## config.mk

```make
export PLATFORM = sky130hd
export DESIGN_NAME = rolling_xor_head_tail_decrypt
export DESIGN_NICKNAME = d
export VERILOG_FILES = /design/src/hdl/rxd_pkg.sv /design/src/hdl/rxd_front.sv /design/src/hdl/rxd_fifo.sv /design/src/hdl/rxd_back.sv /design/src/hdl/rolling_xor_head_tail_decrypt.sv
export SDC_FILE = /design/constraint.sdc
export NUM_CORES = 1
export LEC_CHECK = 0
export BUFFER_PORTS_ARGS = -buffer_cell sky130_fd_sc_hd__buf_2
export CORE_MARGIN = 5
export CORE_UTILIZATION = 40
export CTS_CLUSTER_DIAMETER = 200
export DETAILED_ROUTE_END_ITERATION = 10
export PLACE_DENSITY = 0.55
export SYNTH_ARGS = -nofsm -noshare
export SYNTH_HDL_FRONTEND = slang
export SYNTH_SLANG_ARGS = --single-unit
```

## constraint.sdc

```tcl
create_clock -name clk -period 8.62 [get_ports clk]
set_clock_uncertainty 0.05 [all_clocks]
set_input_delay 0 -clock clk [delete_from_list [all_inputs] [get_ports clk]]
set_output_delay 0 -clock clk [all_outputs]
set_load 0.02 [all_outputs]
```

## src/hdl/rxd_pkg.sv

```systemverilog
// Package for the rolling XOR head/tail decryptor: types and register map.
`timescale 1ns / 1ps
`default_nettype none

package rxd_pkg;

  localparam int unsigned DataW  = 8;
  localparam int unsigned LenW   = 32;
  localparam int unsigned SeedW  = 32;
  localparam int unsigned KeyNum = 4;
  localparam int unsigned KeyIdxW = 2;
  localparam int unsigned AddrW  = 4;
  localparam int unsigned BusW   = 32;

  typedef enum logic [1:0] {
    REG_SEED      = 2'd0,
    REG_KEY_STEP  = 2'd1,
    REG_BLOCK_LEN = 2'd2,
    REG_ENABLE    = 2'd3
  } reg_idx_t;

  typedef struct packed {
    logic [SeedW-1:0] seed;
    logic [7:0]       key_step;
    logic [LenW-1:0]  block_len;
    logic             encrypt_enable;
  } cfg_t;

  // One classified request on its way from front to back.
  typedef struct packed {
    logic [DataW-1:0] data;
    logic             first;
    logic             decrypt;
  } req_t;

endpackage

`default_nettype wire

```

## src/hdl/rxd_front.sv

```systemverilog
// Front end: tracks file position and length, classifies each byte.
`timescale 1ns / 1ps
`default_nettype none

module rxd_front import rxd_pkg::*; (
  input  wire logic             clk,
  input  wire logic             rst,
  input  wire logic             push,
  input  wire logic [DataW-1:0] data_byte,
  input  wire logic             first_byte,
  input  wire logic [LenW-1:0]  file_length,
  input  wire cfg_t             cfg,
  output req_t                  req
);

  logic [LenW-1:0] byte_position;
  logic [LenW-1:0] current_length;
  logic [LenW-1:0] pos;
  logic [LenW-1:0] len;
  logic            in_head;
  logic            below_len;
  logic            tail_on;
  logic            in_tail;

  always_comb begin
    pos       = first_byte ? '0 : byte_position;
    len       = first_byte ? file_length : current_length;
    below_len = pos < len;
    in_head   = pos < cfg.block_len;
    tail_on   = {1'b0, len} > {cfg.block_len, 1'b0};
    in_tail   = ({1'b0, pos} + {1'b0, cfg.block_len}) >= {1'b0, len};
    req.data    = data_byte;
    req.first   = first_byte;
    req.decrypt = cfg.encrypt_enable && below_len && (in_head || (tail_on && in_tail));
  end

  always_ff @(posedge clk) begin
    if (rst) begin
      byte_position  <= '0;
      current_length <= '0;
    end else if (push) begin
      current_length <= len;
      byte_position  <= (pos == '1) ? pos : pos + 1'b1;
    end
  end

endmodule

`default_nettype wire

```

## src/hdl/rxd_fifo.sv

```systemverilog
// Two-entry request queue between front and back.
`timescale 1ns / 1ps
`default_nettype none

module rxd_fifo import rxd_pkg::*; (
  input  wire logic clk,
  input  wire logic rst,
  input  wire logic push,
  input  wire req_t push_req,
  output logic      full,
  input  wire logic pop,
  output logic      empty,
  output req_t      pop_req
);

  req_t       mem [2];
  logic       wr_ptr;
  logic       rd_ptr;
  logic [1:0] count;

  assign full    = count == 2'd2;
  assign empty   = count == 2'd0;
  assign pop_req = mem[rd_ptr];

  always_ff @(posedge clk) begin
    if (push) begin
      mem[wr_ptr] <= push_req;
    end
  end

  always_ff @(posedge clk) begin
    if (rst) begin
      wr_ptr <= 1'b0;
      rd_ptr <= 1'b0;
      count  <= 2'd0;
    end else begin
      if (push) begin
        wr_ptr <= ~wr_ptr;
      end
      if (pop) begin
        rd_ptr <= ~rd_ptr;
      end
      unique case ({push, pop})
        2'b10:   count <= count + 2'd1;
        2'b01:   count <= count - 2'd1;
        default: count <= count;
      endcase
    end
  end

endmodule

`default_nettype wire

```

## src/hdl/rxd_back.sv

```systemverilog
// Back end: rotating key bytes, XOR, and the result register.
`timescale 1ns / 1ps
`default_nettype none

module rxd_back import rxd_pkg::*; (
  input  wire logic             clk,
  input  wire logic             rst,
  input  wire logic             req_avail,
  input  wire req_t             req,
  output logic                  pop,
  input  wire cfg_t             cfg,
  output logic                  result_valid,
  input  wire logic             result_ready,
  output logic [DataW-1:0]      out_byte,
  output logic                  was_decrypted
);

  logic [7:0]         key_bytes [KeyNum];
  logic [KeyIdxW-1:0] key_index;
  logic [7:0]         cur_key [KeyNum];
  logic [KeyIdxW-1:0] cur_idx;
  logic [7:0]         key_next [KeyNum];
  logic [KeyIdxW-1:0] key_index_next;
  logic [7:0]         step;

  assign pop  = req_avail && (!result_valid || result_ready);
  assign step = (cfg.key_step == '0) ? 8'd1 : cfg.key_step;

  always_comb begin
    for (int i = 0; i < KeyNum; i++) begin
      cur_key[i] = req.first ? cfg.seed[8*i +: 8] : key_bytes[i];
    end
    cur_idx = req.first ? '0 : key_index;
    for (int i = 0; i < KeyNum; i++) begin
      key_next[i] = cur_key[i];
    end
    key_index_next = cur_idx;
    if (req.decrypt) begin
      key_next[cur_idx] = cur_key[cur_idx] + step;
      key_index_next    = cur_idx + 1'b1;
    end
  end

  always_ff @(posedge clk) begin
    if (rst) begin
      for (int i = 0; i < KeyNum; i++) begin
        key_bytes[i] <= '0;
      end
      key_index <= '0;
    end else if (pop) begin
      for (int i = 0; i < KeyNum; i++) begin
        key_bytes[i] <= key_next[i];
      end
      key_index <= key_index_next;
    end
  end

  always_ff @(posedge clk) begin
    if (rst) begin
      result_valid <= 1'b0;
    end else if (pop) begin
      result_valid <= 1'b1;
    end else if (result_ready) begin
      result_valid <= 1'b0;
    end
  end

  always_ff @(posedge clk) begin
    if (pop) begin
      out_byte      <= req.decrypt ? (req.data ^ cur_key[cur_idx]) : req.data;
      was_decrypted <= req.decrypt;
    end
  end

endmodule

`default_nettype wire

```

## src/hdl/rolling_xor_head_tail_decrypt.sv

```systemverilog
// Top level: configuration registers, front end, request queue, back end.
`timescale 1ns / 1ps
`default_nettype none

// Takes one byte per clock while the queue has room and returns one byte per
// clock while the receiver holds result_ready high; a result is presented once
// its byte has passed through a queue entry and the result register. The front
// compares position against file length and block_len combinationally, the
// back applies the rotating key, and a two-entry queue lets input keep flowing
// while a result waits; input stalls only once both queue entries are taken.
// Registers: 0x0 seed, 0x4 key_step, 0x8 block_len, 0xC encrypt_enable.
module rolling_xor_head_tail_decrypt import rxd_pkg::*; (
  input  wire logic             clk,
  input  wire logic             rst,
  input  wire logic             data_valid,
  output logic                  data_ready,
  input  wire logic [DataW-1:0] data_byte,
  input  wire logic             first_byte,
  input  wire logic [LenW-1:0]  file_length,
  output logic                  result_valid,
  input  wire logic             result_ready,
  output logic [DataW-1:0]      out_byte,
  output logic                  was_decrypted,
  input  wire logic             psel,
  input  wire logic             penable,
  input  wire logic             pwrite,
  input  wire logic [AddrW-1:0] paddr,
  input  wire logic [BusW-1:0]  pwdata,
  output logic [BusW-1:0]       prdata,
  output logic                  pready
);

  cfg_t     cfg;
  reg_idx_t reg_sel;
  req_t     front_req;
  req_t     queue_req;
  logic     push;
  logic     pop;
  logic     full;
  logic     empty;

  assign pready  = 1'b1;
  assign reg_sel = reg_idx_t'(paddr[3:2]);

  always_ff @(posedge clk) begin
    if (rst) begin
      cfg.seed           <= '0;
      cfg.key_step       <= 8'd1;
      cfg.block_len      <= '0;
      cfg.encrypt_enable <= 1'b1;
    end else if (psel && penable && pwrite && pready) begin
      unique case (reg_sel)
        REG_SEED:      cfg.seed           <= pwdata;
        REG_KEY_STEP:  cfg.key_step       <= pwdata[7:0];
        REG_BLOCK_LEN: cfg.block_len      <= pwdata;
        REG_ENABLE:    cfg.encrypt_enable <= pwdata[0];
        default:       cfg                <= cfg;
      endcase
    end
  end

  always_comb begin
    unique case (reg_sel)
      REG_SEED:      prdata = cfg.seed;
      REG_KEY_STEP:  prdata = {24'd0, cfg.key_step};
      REG_BLOCK_LEN: prdata = cfg.block_len;
      REG_ENABLE:    prdata = {31'd0, cfg.encrypt_enable};
      default:       prdata = '0;
    endcase
  end

  assign data_ready = !full;
  assign push       = data_valid && data_ready;

  rxd_front u_front (
    .clk         (clk),
    .rst         (rst),
    .push        (push),
    .data_byte   (data_byte),
    .first_byte  (first_byte),
    .file_length (file_length),
    .cfg         (cfg),
    .req         (front_req)
  );

  rxd_fifo u_fifo (
    .clk      (clk),
    .rst      (rst),
    .push     (push),
    .push_req (front_req),
    .full     (full),
    .pop      (pop),
    .empty    (empty),
    .pop_req  (queue_req)
  );

  rxd_back u_back (
    .clk           (clk),
    .rst           (rst),
    .req_avail     (!empty),
    .req           (queue_req),
    .pop           (pop),
    .cfg           (cfg),
    .result_valid  (result_valid),
    .result_ready  (result_ready),
    .out_byte      (out_byte),
    .was_decrypted (was_decrypted)
  );

endmodule

`default_nettype wire

```

==> flow_summary.json <==
{
  "status": "complete, no violations",
  "antennaDiodeCount": 0,
  "clock_sinks": 206,
  "final_common_cell": "nand2_1",
  "nets": 2150,
  "start_kind": "primary input",
  "core_area_sq_mm": 0.0363,
  "die_x_microns": 201,
  "p_per_area_mw_per_mm2": 189,
  "vias": 12900,
  "postCtsSetupBuffers": 0,
  "place_hpwl_microns": 33300,
  "dr.pass1.iters": 5,
  "slew_headroom": 0.180,
  "grt_max_degree": 90,
  "drc": 0,
  "max-cap-violations": 0,
  "nFillCells": 3609,
  "syn_inst": 1758,
  "end_kind": "register",
  "arrival_ns": 6.06,
  "area.growth.synth_to_final_pct": 17.9,
  "whs_ns": 0.135,
  "rsz0062_at_grt": "no",
  "ant_nets": 0,
  "hold_class": "primary input to register",
  "grt_pass1_wl_microns": 70400,
  "grt-ovfl-total": 0,
  "clk_latency_ns": 0.56,
  "ys_types": 69,
  "grt_use_total": 0.216,
  "clk_pin_slew_ns": 0.06,
  "cp_data_required_time_ns": 8.89,
  "wl_per_cell_microns": 18.8,
  "synth-edff-count": 61,
  "period_share": 0.672,
  "synth_ff_type": "dfxtp_1",
  "drt-total-wl_microns": 44900,
  "grt_pass1_vias": 12400,
  "tns_ns": 0,
  "finalHoldViolCount": 0,
  "layout_common_cells": "nand2_1, nor2_1, ha_1, dfxtp_1, a21oi_1",
  "critPathMaxFanout": 46,
  "ys_seq_area_frac": 0.325,
  "fmax_mhz": 173,
  "antenna_found_initial": 0,
  "postSynthAreaPerCell_sq_um": 8.29,
  "worstSetupPathType": "primary input to register",
  "cts_buffer_depth": 3,
  "slew_violations": 0,
  "cts-htree-levels": 1,
  "die_h_microns": 201,
  "io_buffer_count": 124,
  "worstMarginPinSlew_ns": 1.23,
  "min_period_ns": 5.79,
  "drt_iter0_drc": 1009,
  "drive_gt1_frac": 0.103,
  "ioPinCount": 128,
  "synth_warnings": 0,
  "start_util": 0.402,
  "ys_ff_latch": 206,
  "total_leakage_power_nw": 7.34,
  "gp_congestion": 0.894,
  "rows": 70,
  "vias_per_cell": 5.40,
  "cts_tree": "built",
  "async_flop_share": 0,
  "root_buffer": "clkbuf_16",
  "synth_fp_nets": 2008,
  "vdd_drop_max_mv": 0.131,
  "synthesis.area_sq_mm": 0.0146,
  "cts_made_buffers": 26,
  "setup_viol": 0,
  "dieArea_sq_mm": 0.0403
}
-- logic make-up after synthesis --
kind of cell,share of synthesized area
AO/OA/AOI/OAI,0.160
buffers and inverters,0.0509
flip-flops,0.325
multiplexers,0.0711
AND/OR/NAND/NOR,0.201
XOR/XNOR,0.0475
adder cells (fa/ha/maj),0.144
other,0.000257
-- final cells by class --
cell class	count	area, sq um	share of cell area
clock buffer	33	707	0.0412
multi-input combinational	1358	9110	0.531
inverter	96	360	0.0210
tap	468	586	0.0341
sequential	206	4730	0.276
clock inverter	14	194	0.0113
timing repair buffer	212	1480	0.0864
-- synth_stat cells, drive strengths merged (23+ instances only) --
cell type | instances | area share
edfxtp | 61 | 0.13
dfxtp | 145 | 0.20
a311oi | 26 | 0.016
a21oi | 129 | 0.044
a21o | 28 | 0.014
xnor2 | 47 | 0.028
o21ai | 52 | 0.018
ha | 164 | 0.14
xor2 | 32 | 0.019
inv | 96 | 0.025
nor2b | 44 | 0.019
nand3 | 23 | 0.0079
nor2 | 187 | 0.048
mux2i | 81 | 0.056
nand2 | 290 | 0.075
a211oi | 46 | 0.024
nand4 | 27 | 0.012
clkbuf | 81 | 0.021
-- critical path: stages --
cell and delay [ns]:
dlygate4sd3_1 0.52, buf_4 0.44, buf_4 0.58, nor2b_1 0.18, ha_1 0.45, nor4_1 0.37
and2_1 0.20, a211oi_2 0.05, a211oi_1 0.53, o41a_1 0.32, a211o_1 0.26, xnor2_1 0.09
ha_1 0.31, nand4_1 0.12, nor4_1 0.54, a21boi_0 0.39, o31ai_1 0.12, nand3_1 0.10
a31oi_1 0.08, a211oi_1 0.39
-- final timing paths --
check	start	to	slack, ns	cells past startpoint
worst min-delay path	data_byte[6]	u_fifo.mem[0][8]	0.14	2
worst max-delay path	first_byte	u_fifo.mem[1][0]	2.83	20
worst max register to register	u_front.byte_position[0]	u_fifo.mem[1][0]	3.04	19
worst min register to register	cfg[57]	cfg[57]	0.43	2
-- per-stage QoR --
| stage | worst slack [ns] | util | power, mW | instance area [sq um] | cells |
|---|---|---|---|---|---|
| 2_1_floorplan | 3.47 | - | 1.83 | 14600 | 1758 |
| 3_3_place_gp | 2.98 | 0.427 | 2.08 | 15500 | 2261 |
| 3_5_place_dp | 2.92 | 0.427 | 2.09 | 15500 | 2261 |
| 4_1_cts | 2.94 | 0.474 | 3.27 | 17200 | 2387 |
| 5_1_grt | 2.48 | 0.474 | 3.42 | 17200 | 2387 |
| 6_report | 2.83 | 0.474 | 3.24 | 17200 | 2387 |
-- report_power, final --
part / internal [mW] / switching [mW]
combinational: 0.311 / 0.536
sequential: 1.16 / 0.0906
clock: 0.699 / 0.439
-- metal layers --
metal / vias up / GRT usage / wire, microns
met5: - / 0 / 0
met4: 0 / 0.0450 / 823
met3: 44 / 0.0292 / 2250
met2: 332 / 0.347 / 20200
met1: 6087 / 0.311 / 21700
li1: 6425 / - / -
-- state kept, by name (all words and copies together), names as in the netlist, named ones only --
name / cells
u_front.current_length: 32
u_back.out_byte: 8
u_front.byte_position: 32
u_back.result_valid: 1
cfg: 73
u_back.key_index: 2
u_fifo.rd_ptr: 1
u_back.key_bytes: 32
u_fifo.wr_ptr: 1
u_fifo.count: 2
u_back.was_decrypted: 1
u_fifo.mem: 20
-- repair_timing --
| action | in CTS | in global routing |
|---|---|---|
| resized for setup | 0 | 0 |
| hold buffers | 79 | 0 |
| endpoints found under the hold margin | 144 | 0 |
No activity file was read; power rests on OpenSTA's default activity.
